$ cat src/rtl/sirt_pkg.sv
`timescale 1ns / 1ps

package sirt_pkg;

  localparam int RADIX_W   = 5;
  localparam int DIGIT_W   = 4;
  localparam int CHAR_W    = 8;
  localparam int STEP_BITS = 4;

  localparam logic [RADIX_W-1:0] RADIX_RESET = 5'd10;
  localparam logic [RADIX_W-1:0] BASE_BIN    = 5'd2;
  localparam logic [RADIX_W-1:0] BASE_OCT    = 5'd8;
  localparam logic [RADIX_W-1:0] BASE_HEX    = 5'd16;

  localparam logic [CHAR_W-1:0] CHAR_MINUS = 8'h2D;
  localparam logic [CHAR_W-1:0] CHAR_B     = 8'h62;
  localparam logic [CHAR_W-1:0] CHAR_X     = 8'h78;
  localparam logic [CHAR_W-1:0] CHAR_ZERO  = 8'h30;
  localparam logic [CHAR_W-1:0] CHAR_A     = 8'h41;

  // Control into the divider and status back from it.
  typedef struct packed {
    logic               start;
    logic [RADIX_W-1:0] base;
  } div_ctrl_t;

  typedef struct packed {
    logic busy;
    logic done;
  } div_stat_t;

  // Bases below two act as two, bases above sixteen act as sixteen.
  function automatic logic [RADIX_W-1:0] eff_radix(input logic [RADIX_W-1:0] r);
    logic [RADIX_W-1:0] b;
    if (r < BASE_BIN) begin
      b = BASE_BIN;
    end else if (r > BASE_HEX) begin
      b = BASE_HEX;
    end else begin
      b = r;
    end
    return b;
  endfunction

  function automatic logic [CHAR_W-1:0] digit_char(input logic [DIGIT_W-1:0] d);
    logic [CHAR_W-1:0] c;
    if (d < 4'd10) begin
      c = CHAR_ZERO + {4'd0, d};
    end else begin
      c = CHAR_A + {4'd0, d} - 8'd10;
    end
    return c;
  endfunction

endpackage

$ cat src/rtl/signed_integer_to_radix_text_core.sv
`timescale 1ns / 1ps

// Signed integer to text converter. Each input item is one signed
// two's complement value; the block returns its text in the base held in the
// radix register (two to sixteen, reset ten; smaller codes act as two and
// larger as sixteen), one ASCII character per output item, most significant
// first, with '-' for negative values, then "0b", "0" or "0x" for bases
// two, eight and sixteen, then the digits 0-9 and A-F. The last character
// of each number carries the last flag. The block takes one item at a time.
// The digits come out of one shared divider that retires four dividend bits
// per cycle. Digits are parked in a small RAM, least significant first, and
// read back in reverse. The radix register may be written only while no
// conversion is in flight.
module signed_integer_to_radix_text_core #(
  parameter int VALUE_WIDTH = 32,
  parameter int MAX_DIGITS  = 32
) (
  input  logic                          clk,
  input  logic                          rst,
  // Configuration write channel.
  input  logic                          cfg_valid,
  output logic                          cfg_ready,
  input  logic [sirt_pkg::RADIX_W-1:0]  radix,
  // Input item channel.
  input  logic                          in_valid,
  output logic                          in_stall,
  input  logic signed [VALUE_WIDTH-1:0] value,
  // Output item channel.
  output logic                          out_valid,
  input  logic                          out_stall,
  output logic [sirt_pkg::CHAR_W-1:0]   character,
  output logic                          last
);

  import sirt_pkg::*;

  localparam int IDX_W = $clog2(MAX_DIGITS);
  localparam int CNT_W = $clog2(MAX_DIGITS + 1);

  typedef enum logic [6:0] {
    S_IDLE  = 7'b0000001,
    S_DIV   = 7'b0000010,
    S_LOAD  = 7'b0000100,
    S_SIGN  = 7'b0001000,
    S_PRE0  = 7'b0010000,
    S_PRE1  = 7'b0100000,
    S_DIGIT = 7'b1000000
  } state_t;

  state_t state;

  logic [RADIX_W-1:0] cfg_radix;
  logic [RADIX_W-1:0] base_r;
  logic               negative;
  logic [CNT_W-1:0]   dcount;
  logic [IDX_W-1:0]   ptr;
  logic [IDX_W-1:0]   ptr_next;

  logic                   accept;
  logic                   in_neg;
  logic [VALUE_WIDTH-1:0] value_u;
  logic [VALUE_WIDTH-1:0] magnitude;
  logic                   more;
  logic                   slot_free;
  logic                   emit;
  logic [CHAR_W-1:0]      ch;
  logic                   ch_last;
  logic                   has_prefix;

  div_ctrl_t              div_ctrl;
  div_stat_t              div_stat;
  logic [VALUE_WIDTH-1:0] dividend;
  logic [VALUE_WIDTH-1:0] quotient;
  logic [DIGIT_W-1:0]     remainder;
  logic [DIGIT_W-1:0]     rdata;

  // The register is always ready; writes must arrive only between items, which the block does not enforce.
  assign cfg_ready = 1'b1;

  always_ff @(posedge clk) begin
    if (rst) begin
      cfg_radix <= RADIX_RESET;
    end else if (cfg_valid && cfg_ready) begin
      cfg_radix <= radix;
    end
  end

  // A new item is taken only while the sequencer is idle. The output register
  // may still hold the previous number's last character at that time.
  assign in_stall = (state != S_IDLE);
  assign accept   = in_valid && !in_stall;

  // The magnitude of the most negative value still fits the unsigned width.
  assign value_u   = value;
  assign in_neg    = value_u[VALUE_WIDTH-1];
  assign magnitude = in_neg ? (~value_u + VALUE_WIDTH'(1)) : value_u;

  // Keep dividing while the quotient is nonzero and the digit store has room.
  assign more = (quotient != '0) && (dcount != CNT_W'(MAX_DIGITS - 1));

  assign dividend       = (state == S_IDLE) ? magnitude : quotient;
  assign div_ctrl.start = accept || (div_stat.done && more);
  assign div_ctrl.base  = (state == S_IDLE) ? eff_radix(cfg_radix) : base_r;

  sirt_divider #(
    .VALUE_WIDTH (VALUE_WIDTH)
  ) u_divider (
    .clk       (clk),
    .rst       (rst),
    .ctrl      (div_ctrl),
    .dividend  (dividend),
    .stat      (div_stat),
    .quotient  (quotient),
    .remainder (remainder)
  );

  // The read address follows the next pointer, so the registered read data
  // always matches the current pointer, also while the output is stalled.
  sirt_ram #(
    .WIDTH (DIGIT_W),
    .DEPTH (MAX_DIGITS)
  ) u_digit_store (
    .clk   (clk),
    .we    (div_stat.done),
    .waddr (dcount[IDX_W-1:0]),
    .wdata (remainder),
    .raddr (ptr_next),
    .rdata (rdata)
  );

  assign has_prefix = (base_r == BASE_BIN) || (base_r == BASE_OCT) || (base_r == BASE_HEX);

  // Character for the current state. Only a digit can close the text.
  always_comb begin
    ch      = '0;
    ch_last = 1'b0;
    case (state)
      S_SIGN:  ch = CHAR_MINUS;
      S_PRE0:  ch = CHAR_ZERO;
      S_PRE1:  ch = (base_r == BASE_BIN) ? CHAR_B : CHAR_X;
      S_DIGIT: begin
        ch      = digit_char(rdata);
        ch_last = (ptr == '0);
      end
      default: ch = '0;
    endcase
  end

  assign slot_free = !out_valid || !out_stall;
  assign emit = slot_free &&
                ((state == S_SIGN) || (state == S_PRE0) ||
                 (state == S_PRE1) || (state == S_DIGIT));

  always_comb begin
    ptr_next = ptr;
    if ((state == S_DIV) && div_stat.done && !more) begin
      ptr_next = dcount[IDX_W-1:0];
    end else if ((state == S_DIGIT) && emit && (ptr != '0)) begin
      ptr_next = ptr - 1'b1;
    end
  end

  always_ff @(posedge clk) begin
    ptr <= ptr_next;
    if (accept) begin
      negative <= in_neg;
      base_r   <= eff_radix(cfg_radix);
    end
  end

  always_ff @(posedge clk) begin
    if (rst) begin
      state  <= S_IDLE;
      dcount <= '0;
    end else begin
      case (state)
        S_IDLE: begin
          if (accept) begin
            dcount <= '0;
            state  <= S_DIV;
          end
        end
        S_DIV: begin
          if (div_stat.done) begin
            dcount <= dcount + 1'b1;
            if (!more) begin
              state <= S_LOAD;
            end
          end
        end
        // This state lets the last digit written settle in the read register.
        S_LOAD: begin
          if (negative) begin
            state <= S_SIGN;
          end else if (has_prefix) begin
            state <= S_PRE0;
          end else begin
            state <= S_DIGIT;
          end
        end
        S_SIGN: begin
          if (emit) begin
            state <= has_prefix ? S_PRE0 : S_DIGIT;
          end
        end
        S_PRE0: begin
          if (emit) begin
            state <= (base_r == BASE_OCT) ? S_DIGIT : S_PRE1;
          end
        end
        S_PRE1: begin
          if (emit) begin
            state <= S_DIGIT;
          end
        end
        S_DIGIT: begin
          if (emit && (ptr == '0)) begin
            state <= S_IDLE;
          end
        end
        default: state <= S_IDLE;
      endcase
    end
  end

  // Output register: loads a character whenever the slot is free and a character state is active.
  always_ff @(posedge clk) begin
    if (rst) begin
      out_valid <= 1'b0;
    end else if (emit) begin
      out_valid <= 1'b1;
    end else if (!out_stall) begin
      out_valid <= 1'b0;
    end
  end

  always_ff @(posedge clk) begin
    if (emit) begin
      character <= ch;
      last      <= ch_last;
    end
  end

  // The divider reports a digit only while the sequencer is dividing.
  assert property (@(posedge clk) disable iff (rst)
    div_stat.done |-> (state == S_DIV))
    else $error("divider finished outside the divide phase");

  // An accepted item starts the divider with an empty digit count.
  assert property (@(posedge clk) disable iff (rst)
    accept |=> (div_stat.busy && (dcount == '0)))
    else $error("accepted item did not start a conversion");

  // Once characters are being sent, the divider is quiet.
  assert property (@(posedge clk) disable iff (rst)
    ((state != S_IDLE) && (state != S_DIV)) |-> !div_stat.busy)
    else $error("divider busy while characters are sent");

  // The digit count never passes the size of the digit store.
  assert property (@(posedge clk) disable iff (rst)
    (div_stat.done && (state == S_DIV)) |-> (dcount < CNT_W'(MAX_DIGITS)))
    else $error("digit store overflow");

endmodule

$ cat src/rtl/sirt_ram.sv
`timescale 1ns / 1ps

module sirt_ram #(
  parameter int WIDTH = 4,
  parameter int DEPTH = 32
) (
  input  logic                     clk,
  input  logic                     we,
  input  logic [$clog2(DEPTH)-1:0] waddr,
  input  logic [WIDTH-1:0]         wdata,
  input  logic [$clog2(DEPTH)-1:0] raddr,
  output logic [WIDTH-1:0]         rdata
);

  logic [WIDTH-1:0] mem [DEPTH];

  always_ff @(posedge clk) begin
    if (we) begin
      mem[waddr] <= wdata;
    end
    rdata <= mem[raddr];
  end

endmodule

$ cat src/rtl/sirt_divider.sv
`timescale 1ns / 1ps

module sirt_divider #(
  parameter int VALUE_WIDTH = 32
) (
  input  logic                   clk,
  input  logic                   rst,
  input  sirt_pkg::div_ctrl_t    ctrl,
  input  logic [VALUE_WIDTH-1:0] dividend,
  output sirt_pkg::div_stat_t    stat,
  output logic [VALUE_WIDTH-1:0] quotient,
  output logic [3:0]             remainder
);

  import sirt_pkg::*;

  localparam int STEPS = (VALUE_WIDTH + STEP_BITS - 1) / STEP_BITS;
  localparam int PAD_W = STEPS * STEP_BITS;
  localparam int CNT_W = $clog2(STEPS + 1);

  logic [PAD_W-1:0]     work;
  logic [DIGIT_W-1:0]   rem;
  logic [RADIX_W-1:0]   base_r;
  logic [CNT_W-1:0]     cnt;
  logic                 busy;
  logic                 done;

  logic [DIGIT_W-1:0]   rem_next;
  logic [STEP_BITS-1:0] qbits;
  logic [RADIX_W-1:0]   trial;

  // Restoring division, a few dividend bits per cycle. The partial remainder
  // stays below the base, so every step works on five bits only.
  always_comb begin
    rem_next = rem;
    qbits    = '0;
    trial    = '0;
    for (int i = 0; i < STEP_BITS; i++) begin
      trial = {rem_next, work[PAD_W-1-i]};
      if (trial >= base_r) begin
        qbits[STEP_BITS-1-i] = 1'b1;
        trial = trial - base_r;
      end
      rem_next = trial[DIGIT_W-1:0];
    end
  end

  always_ff @(posedge clk) begin
    if (rst) begin
      busy <= 1'b0;
      done <= 1'b0;
      cnt  <= '0;
    end else if (ctrl.start) begin
      busy <= 1'b1;
      done <= 1'b0;
      cnt  <= CNT_W'(STEPS);
    end else if (busy) begin
      cnt  <= cnt - 1'b1;
      done <= (cnt == CNT_W'(1));
      busy <= (cnt != CNT_W'(1));
    end else begin
      done <= 1'b0;
    end
  end

  always_ff @(posedge clk) begin
    if (ctrl.start) begin
      work   <= PAD_W'(dividend);
      rem    <= '0;
      base_r <= ctrl.base;
    end else if (busy) begin
      work <= {work[PAD_W-STEP_BITS-1:0], qbits};
      rem  <= rem_next;
    end
  end

  assign stat.busy = busy;
  assign stat.done = done;
  assign quotient  = work[VALUE_WIDTH-1:0];
  assign remainder = rem;

endmodule
$ cat config.mk
export PLATFORM = sky130hd
export DESIGN_NAME = signed_integer_to_radix_text_core
export DESIGN_NICKNAME = d
export VERILOG_FILES = /design/src/rtl/sirt_pkg.sv /design/src/rtl/signed_integer_to_radix_text_core.sv /design/src/rtl/sirt_ram.sv /design/src/rtl/sirt_divider.sv
export SDC_FILE = /design/constraint.sdc
export NUM_CORES = 1
export LEC_CHECK = 0
export ABC_AREA = 1
export BUFFER_PORTS_ARGS = -buffer_cell sky130_fd_sc_hd__buf_2
export CAP_MARGIN = 20
export CORE_ASPECT_RATIO = 1.4
export CORE_MARGIN = 10
export CORE_UTILIZATION = 23
export CTS_CLUSTER_SIZE = 10
export DETAILED_ROUTE_END_ITERATION = 12
export HOLD_SLACK_MARGIN = 0.06
export PLACE_DENSITY = 0.49
export SLEW_MARGIN = 10
export SYNTH_ARGS = -nofsm -noshare
export SYNTH_HDL_FRONTEND = slang
export SYNTH_SLANG_ARGS = --single-unit
$ cat constraint.sdc
create_clock -name clk -period 17.98 [get_ports clk]
set_input_delay 4.495 -clock clk [delete_from_list [all_inputs] [get_ports clk]]
set_output_delay 4.495 -clock clk [all_outputs]
set_load 0.02 [all_outputs]
==> summary.txt, run 1 <==
WP data required = 18.39 ns
first-pass GRT wire length = 48000 um
CP delay by family, top = compound AO/OA/AOI/OAI gates
Routed WL per cell = 14.9 um
Max Used Layer = met4
fill cell count = 5312
Yosys cell types = 49
# hold bufs at CTS = 0
Worst R2R Path Depth = 36
initial antenna violation count = 0
Relative slew margins = 33.4%
clock tree sinks = 217
global-route congestion overflow total = 0
Stages on worst setup path = 36
Async S/R FF share, synth = 0%
CP Max Fanout = 35
Syn Area/Cell = 8.73 um2
post-synthesis net count = 1391
Max stage delay cell, worst path = dfxtp_2
fmax = 138 MHz
Worst-Skew Late Latency = 0.55 ns
Initial Util = 23.3%
M1 WL = 11900 um
first-pass iteration count of the detailed router = 5
Mapped Area = 11500 um2
outcome = completed
Iter 0 DRT Violations = 482
Final period util = 40.3%
worst clock skew = 0.0297 ns
CP Launch Type = flip-flop
# Post-CTS Setup Buffers = 0
Post-synth EDFFs = 179
Worst Hold Class = flip-flop to flip-flop
vias in the first global route = 8896
largest net degree at the start of global routing = 52
Die Footprint = 59400 um2
RSZ-0062 raised after global routing = no
Detail Route Antenna Nets = 0
layout overhead on the synthesized area = 14.2%
ant diodes = 0
Main synth FF type = edfxtp_1
most frequent CP cell = o21ai_0
post-synthesis register bit count = 217
Num CTS Buffers = 26
routed wire length = 30100 um
setup TNS = 0 ns
Final Hold Vio Count = 0
gr usage total = 9.92%
via/cell ratio = 4.30
WL met2 = 16500 um
core area = 49200 um2
drc violations = 0
post-route minimum period = 7.24 ns
fin nets = 1436
Rows = 96
DP Worst Slack = 10.65 ns
Max Cap Viol = 0
fin. max-slew vios = 0
vias after detailed routing = 8686
# IOs = 54
static leakage = 0.00563 uW
CTS tree = built
PD cells = 191 nW/um2
fraction of layout cells with a size suffix above 1 = 9.56%
Critical Path AT = 7.65 ns
post-DP HPWL = 21500 um
Setup Crit Path Kind = flip-flop to flip-flop
Die H = 284 um
post-CTS resize count = 0
Worst Path Buf+Inv = 6
final worst slack = 10.74 ns
Final Setup Violations = 0
Ys Warns = 0
Die W = 209 um
max incr delay on CP = 0.89 ns
Clk Tree Root Cell = clkbuf_16
Clock transition at path regs = 0.06 ns
Crit. End Element = flip-flop
Worst-Margin Slew = 0.996 ns
GP Congestion = 0.793
Clock Path Buffers = 3
PortBufs = 51
H-Tree Depth = 1
Syn Inst Count = 1316
met3 wire len = 974 um
Min-Delay Path Depth = 2
sequential area share after synthesis = 53.4%
Max VDD drop = 0.000123 V
worst register-to-register path: cells and delay by family, from the launching register on:
family,cells,cell delay [ns]
adder cells (fa/ha/maj),4,1.30
AND/OR/NAND/NOR,10,0.90
buffers and inverters,6,0.72
flip-flops,1,0.89
AO/OA/AOI/OAI,16,3.28
cell usage in the layout (no fill, tap or decap), types with 5 or more instances in the layout:
cell and instances:
a21oi_1 29, inv_2 11, a31oi_1 6, xnor2_1 10
xor2_1 23, nor2_1 113, nand4_1 6, clkbuf_1 19
o21ai_1 8, nand3_1 178, buf_2 51, or2_2 5
nor3_1 12, clkbuf_16 26, dfxtp_1 35, nand2_1 273
nor4_1 6, o22ai_1 6, edfxtp_1 179, ha_1 29
o21ai_0 58, inv_1 237, nand2_2 6
final timing paths:
check                          from                     end  slack [ns]
max reg2reg  u_divider.remainder[0]  u_divider.remainder[0]       10.74
min reg2reg        u_divider.cnt[1]        u_divider.cnt[1]        0.47
max          u_divider.remainder[0]  u_divider.remainder[0]       10.74
min                u_divider.cnt[1]        u_divider.cnt[1]        0.47
cells in the mapped netlist (all sizes together) (2+ instances only):
cell type  number  area (um2)
xnor2          10        87.6
dfxtp          38         761
clkbuf          9        33.8
nand2         283        1110
buf            29         189
nand3b          2        15.0
a21oi          29         145
o21a            2        15.0
o21ai          70         369
inv           250         943
nor3           13        70.1
ha             29         363
fa              4        80.1
edfxtp        179        5380
nor4            7        58.8
nand4           7        50.1
nor2          118         475
conb            2        7.51
a31oi           6        37.5
xor2           23         201
or2             5        31.3
o31ai           2        15.0
a21o            2        15.0
nand3         182         931
o22ai           6        37.5
a211oi          2        15.0
logic make-up (layout without fill, tap and decap cells):
logic type | count (synthesis) | in the layout | share of synthesized area, %
and+or+nand+nor | 617 | 617 | 23.8
buffers and inverters | 288 | 353 | 10.1
DFF | 217 | 217 | 53.4
adders and majority gates | 33 | 33 | 3.85
AOI/OAI and AO/OA | 126 | 126 | 6.19
xor gates and xnor gates | 33 | 33 | 2.51
other | 2 | 2 | 0.0653
where the power goes:
group | switching (uW) | internal, uW | leakage (uW)
logic | 827 | 421 | 0.00330
registers | 83.9 | 698 | 0.00197
clock network | 202 | 276 | 0.000361
total | 1110 | 1390 | 0.00563
final cells by class:
type	instances	area, um2	area share [%]
Clock buffer	46	736	5.61
Clock inverter	2	25.0	0.191
Inverter	250	943	7.19
Multi-Input combinational cell	811	4190	32.0
Sequential cell	217	6140	46.8
Tap cell	637	797	6.07
Timing Repair Buffer	55	285	2.17
metrics by stage:
step,hold WS (ns),util (%),total power (uW),cells,instance area (um2)
global route,0.487,26.6,2760,2018,13100
global placement,0.449,25.1,2040,1970,12400
CTS,0.470,26.6,2540,2018,13100
floorplan,0.441,-,1710,1316,11500
finish,0.466,26.6,2510,2018,13100
detailed placement,0.462,25.1,2060,1970,12400
flip-flops by register name (all words and copies together), names as in the netlist:
signal and flops:
character 7, u_digit_store.rdata 4, dcount 6, cfg_radix 5, last 1, base_r 5, u_divider.remainder 4, u_divider.base_r 5
out_valid 1, negative 1, ptr 5, u_divider.busy 1, u_digit_store.mem 128, u_divider.done 1, state 7, u_divider.cnt 4
u_divider.quotient 32
layer usage:
layer	vias to the layer above	global-route usage (%)
met3	52	1.49
met5	-	0
met1	4116	10.4
met2	139	19.5
li1	4379	-
met4	0	3.21
Power figures use the tool's default switching activity.
==> run 2: changes to the inputs <==
ABC_AREA = 0   (was 1)
clock period = 6.9 ns   (was 17.98 ns; I/O delays follow)
==> run 2 against run 1 <==
  * Critical path depth is 5 lower
  * Synthesized cell count decreased by 29%
  * Non-clock buffer count rose by 10
  * Sequential power is 140% higher
  * Sequential share of layout area is 2.2 points higher
  * Global-route usage decreased by 0.19 points
  * Setup slack worse by 10 ns
  * Count of clock-buffer cells in the layout shrank 12
  * Largest cell class unchanged
==> summary.txt, run 2 <==
WL met2 = 15000 um
Clk pwr share = 24.4%
post-route minimum period = 6.39 ns
post-DP HPWL = 19700 um
gr usage total = 9.73%
Routed WL per cell = 17.3 um
sw frac = 34.8%
Die W = 204 um
H-Tree Depth = 1
initial antenna violation count = 0
via/cell ratio = 4.56
RSZ-0062 raised after global routing = no
CP endpoint = u_divider.remainder[1]
Clock Path Buffers = 3
setup TNS = 0 ns
fin. max-slew vios = 0
CP Launch Type = flip-flop
sequential area share after synthesis = 56.6%
Worst-Skew Late Latency = 0.52 ns
routed wire length = 28000 um
Worst Hold Class = flip-flop to flip-flop
fmax = 156 MHz
layout overhead on the synthesized area = 15.5%
post-layout util = 26.8%
Psw = 1710 uW
Seq pwr share = 37.6%
most numerous cell in the Yosys netlist = edfxtp_1
post-synthesis net count = 1010
fin nets = 1061
global-route congestion overflow total = 0
CP Max Fanout = 7
Async S/R FF share, synth = 0%
ant diodes = 0
M1 WL = 11400 um
max reg flops = 128
static leakage = 0.00444 uW
Syn Area/Cell = 11.6 um2
Reg with most FFs = u_digit_store.mem
CTS tree = built
post-synthesis register bit count = 217
Yosys cell types = 82
Clock transition at path regs = 0.06 ns
Final period util = 92.7%
Num CTS Buffers = 26
Rows = 94
fraction of layout cells with a size suffix above 1 = 15.5%
Max VDD drop = 0.000352 V
Max Used Layer = met4
Critical Path AT = 6.80 ns
outcome = completed
Main synth FF type = edfxtp_1
core area = 46800 um2
first-pass iteration count of the detailed router = 5
vias in the first global route = 7869
# hold bufs at CTS = 0
PD cells = 393 nW/um2
r2r startpoint = u_divider.base_r[1]
Die Footprint = 56400 um2
Max Cap Viol = 0
R2R Setup Slk = 0.51 ns
# IOs = 54
Critical path origin = u_divider.base_r[1]
Mapped Area = 10800 um2
Worst-Margin Slew = 0.820 ns
Post-synth EDFFs = 179
Final Hold Vio Count = 0
max incr delay on CP = 0.42 ns
Comb pwr share = 38.0%
final worst slack = 0.506 ns
Hold Path Origin = cfg_radix[0]
post-synth top area share = 49.6%
GP Congestion = 0.818
WP data required = 7.31 ns
met3 wire len = 1070 um
Final Setup Violations = 0
clock tree sinks = 217
Detail Route Antenna Nets = 0
PortBufs = 51
drc violations = 0
Syn Inst Count = 935
Die H = 277 um
vias after detailed routing = 7395
fill cell count = 4991
post-synth top area cell = edfxtp_1
commonest non-fill, non-tap cell in the layout = edfxtp_1
most frequent cells in the layout = edfxtp_1, nand2_1, nor2_1
Worst R2R Path Depth = 31
Iter 0 DRT Violations = 506
Int Pwr = 3210 uW
first-pass GRT wire length = 44300 um
Crit. End Element = flip-flop
RR Endpoint = u_divider.remainder[1]
largest net degree at the start of global routing = 68
synth top area cells = edfxtp_1, dfxtp_1, nand2_1
most frequent cells after synthesis = edfxtp_1, nand2_1, nor2_1, o21ai_0, a21oi_1
Initial Util = 23.2%
Relative slew margins = 45.1%
Clk Tree Root Cell = clkbuf_16
worst clock skew = 0.0101 ns
Setup Crit Path Kind = flip-flop to flip-flop
Ys Warns = 0
Max stage delay cell, worst path = edfxtp_1
DP Worst Slack = 0.163 ns
-- run 2: cell types whose count changed after synthesis, sizes merged, moves of 10 or more --
cell,delta
nand3,-158
inv,-211
a21oi,+10
nor2,-40
nand2,-179
mux2,+14
nor2b,+12
mux2i,+21
buf,-15
clkbuf,+19
xor2,+14
-- run 2: area by class of cell --
class | instances | area [um2] | share of cell area [%]
multi-input cells | 636 | 4370 | 34.9
repair buffers | 65 | 360 | 2.88
well taps | 624 | 781 | 6.24
clock buffers | 34 | 702 | 5.61
clock inverters | 4 | 18.8 | 0.150
inverters | 40 | 150 | 1.20
flip-flops and latches | 217 | 6140 | 49.0
-- run 2: worst min-delay path by stage --
stage / to / cells after the start
6_report: cfg_radix[0] / 2
5_1_grt: cfg_radix[0] / 2
4_1_cts: cfg_radix[0] / 2
3_5_place_dp: cfg_radix[0] / 2
3_3_place_gp: cfg_radix[0] / 2
2_1_floorplan: cfg_radix[0] / 2
-- run 2: cells by family (layout without fill, tap and decap cells) --
family | count (synthesis) | in the layout | synth area share (%)
other | 2 | 2 | 0.0693
multiplexers | 44 | 44 | 5.38
AO/OA/AOI/OAI | 199 | 199 | 11.9
buffers and inverters | 82 | 143 | 3.32
flip-flops | 217 | 217 | 56.6
adder cells (fa/ha/maj) | 33 | 33 | 4.08
AND/OR/NAND/NOR | 308 | 308 | 14.6
XOR/XNOR | 50 | 50 | 4.04
-- run 2: timing repair --
item | in CTS | in global routing
endpoints found under the setup margin | 0 | 5
buffers inserted | 0 | 2
gates resized for setup | 0 | 5
-- run 2: power by group through the flow --
stage | Combinational, uW | Sequential [uW] | Clock, uW
final | 1870 | 1850 | 1200
after detailed placement | 1840 | 1880 | 0
after floorplan | 1370 | 1860 | 0
after global routing | 2130 | 1870 | 1280
after CTS | 1850 | 1850 | 1230
after global placement | 1800 | 1880 | 0
-- run 2: routing by layer --
layer / vias to the layer above / track usage [%]
met3: 37 / 1.22
met4: 0 / 2.51
li1: 3576 / -
met1: 3608 / 11.2
met5: - / 0
met2: 174 / 18.4
-- run 2: per-stage QoR --
step | hold WS [ns] | cells | area, um2 | total power, uW
5_1_grt | 0.534 | 1620 | 12500 | 5280
2_1_floorplan | 0.452 | 935 | 10800 | 3230
3_5_place_dp | 0.492 | 1579 | 11800 | 3720
4_1_cts | 0.506 | 1617 | 12500 | 4930
6_report | 0.495 | 1620 | 12500 | 4920
3_3_place_gp | 0.482 | 1579 | 11800 | 3680
-- run 2: critical path: cells and delay by family (launching register included) --
family	cells	cell delay [ns]
flops	1	0.42
fa+ha+maj	4	1.10
buf+inv	2	0.16
mux	4	1.10
compound gates	15	2.59
simple gates	6	0.91
==> run 3: changes to the inputs <==
clock period = 6.8 ns   (was 6.9 ns; I/O delays follow)
==> run 3 against run 2 <==
  * Worst hold slack got worse by 0.0030 ns
  * Setup slack got worse by 0.13 ns
  * Via count rose by 1.3%
  * Clock power rose by 3%
  * Cell count rose by 0.12%
  * Final area barely moved
  * Non-clock buffer count fell by 1
  * First-iteration DRC count fell by 21%
  * Critical endpoint unchanged
  * Total power rose by 1.8%
  * Flip-flop and latch count did not move
==> summary.txt, run 3 (synthesized netlist as in run 2, its figures left out) <==
Max stage delay cell, worst path = edfxtp_1
largest net degree at the start of global routing = 68
Die H = 277 um
Final Setup Violations = 0
Reg with most FFs = u_digit_store.mem
gr usage total = 9.74%
first-pass GRT wire length = 43900 um
Final Hold Vio Count = 0
PD cells = 399 nW/um2
vias in the first global route = 7764
Worst Hold Class = flip-flop to flip-flop
initial antenna violation count = 0
Initial Util = 23.2%
Reg area = 6140 um2
worst clock skew = 0.0113 ns
multi-input logic area = 4380 um2
Max VDD drop = 0.000310 V
fmax = 156 MHz
Num CTS Buffers = 26
fill cell count = 4978
Min-Delay Path Depth = 2
CP Launch Type = flip-flop
CTS tree = built
r2r startpoint = u_divider.base_r[1]
Die W = 204 um
Rows = 94
max incr delay on CP = 0.44 ns
Crit. End Element = flip-flop
global-route congestion overflow total = 0
CP Max Fanout = 7
GP Congestion = 0.816
final worst slack = 0.372 ns
max reg flops = 128
Critical Path AT = 6.87 ns
# IOs = 54
PortBufs = 51
fin. max-slew vios = 0
Worst-Skew Late Latency = 0.53 ns
Worst-Margin Slew = 0.878 ns
Hold Path Origin = cfg_radix[0]
post-DP HPWL = 19600 um
first-pass iteration count of the detailed router = 5
routed wire length = 28100 um
commonest non-fill, non-tap cell in the layout = edfxtp_1
Layout Cells excl Fill = 1622
static leakage = 0.00443 uW
dpl cells = 1579
Setup Crit Path Kind = flip-flop to flip-flop
outcome = completed
Critical path origin = u_divider.base_r[1]
R2R Setup Slk = 0.37 ns
clock tree sinks = 217
drc violations = 0
most frequent cells in the layout = edfxtp_1, nand2_1, nor2_1
DP Worst Slack = 0.154 ns
WP data required = 7.24 ns
Clock Path Buffers = 3
Detail Route Antenna Nets = 0
fin nets = 1060
# hold bufs at CTS = 0
Max Cap Viol = 0
Die Footprint = 56400 um2
Iter 0 DRT Violations = 402
via/cell ratio = 4.62
fraction of layout cells with a size suffix above 1 = 15.4%
Routed WL per cell = 17.3 um
core area = 46800 um2
H-Tree Depth = 1
layout overhead on the synthesized area = 15.6%
post-route minimum period = 6.43 ns
Clock transition at path regs = 0.06 ns
Final period util = 94.5%
Clk Tree Root Cell = clkbuf_16
Relative slew margins = 41.2%
Worst R2R Path Depth = 31
vias after detailed routing = 7491
-- run 3: changes by cell type in the layout (fill, tap and decap cells not counted) --
| cell | before | now |
|---|---|---|
| o21ai_2 | 1 | 2 |
| clkbuf_1 | 7 | 11 |
| buf_4 | 14 | 13 |
| a21o_1 | 7 | 6 |
| clkinv_1 | 2 | 1 |
| clkinv_2 | 3 | 1 |
| inv_6 | 0 | 1 |
| o21ai_1 | 7 | 6 |
| diode_2 | 0 | 1 |
| a21o_2 | 0 | 1 |
-- run 3: repair_timing --
item | in CTS | in global routing
buffers inserted | 0 | 1
gates resized for setup | 0 | 7
setup endpoints to repair | 0 | 5
-- run 3: power breakdown --
part	internal, uW	switching [uW]	leakage (uW)
registers	1750	120	0.00196
logic	795	1100	0.00212
clock network	720	517	0.000354
total	3270	1740	0.00443
-- run 3: cell type report --
cell class / count / share of cell area, %
multi-input cells: 636 / 34.9
diodes: 1 / 0.0200
clock inverters: 2 / 0.110
flip-flops and latches: 217 / 49.0
inverters: 40 / 1.20
clock buffers: 38 / 5.72
well taps: 624 / 6.23
repair buffers: 64 / 2.82
-- run 3: metal layers --
metal,GRT usage [%],wire length (um),up-vias
li1,-,-,3564
met1,10.8,10900,3678
met2,18.1,14900,189
met3,1.67,1260,60
met4,3.64,949,0
met5,0,0,-
-- run 3: critical path: cells and delay by family (launching register included) --
family	cells	cell delay (ns)
mux	4	1.05
simple gates	6	0.92
flops	1	0.44
buf+inv	2	0.18
fa+ha+maj	4	1.10
compound gates	15	2.63
-- run 3: path summary, 6_finish.rpt --
check,to
setup reg to reg,u_divider.remainder[1]
hold / removal,cfg_radix[0]
setup / recovery,u_divider.remainder[1]
hold reg to reg,cfg_radix[0]
-- run 3: through the flow --
step	TNS [ns]	total power, uW	util, %	hold slack [ns]	cell area (um2)
2_1_floorplan	0	3280	-	0.452	10800
3_3_place_gp	0	3730	25.1	0.490	11800
3_5_place_dp	0	3760	25.1	0.487	11800
4_1_cts	0	5010	26.7	0.501	12500
5_1_grt	-0.0497	5360	26.8	0.521	12500
6_report	0	5010	26.8	0.492	12500
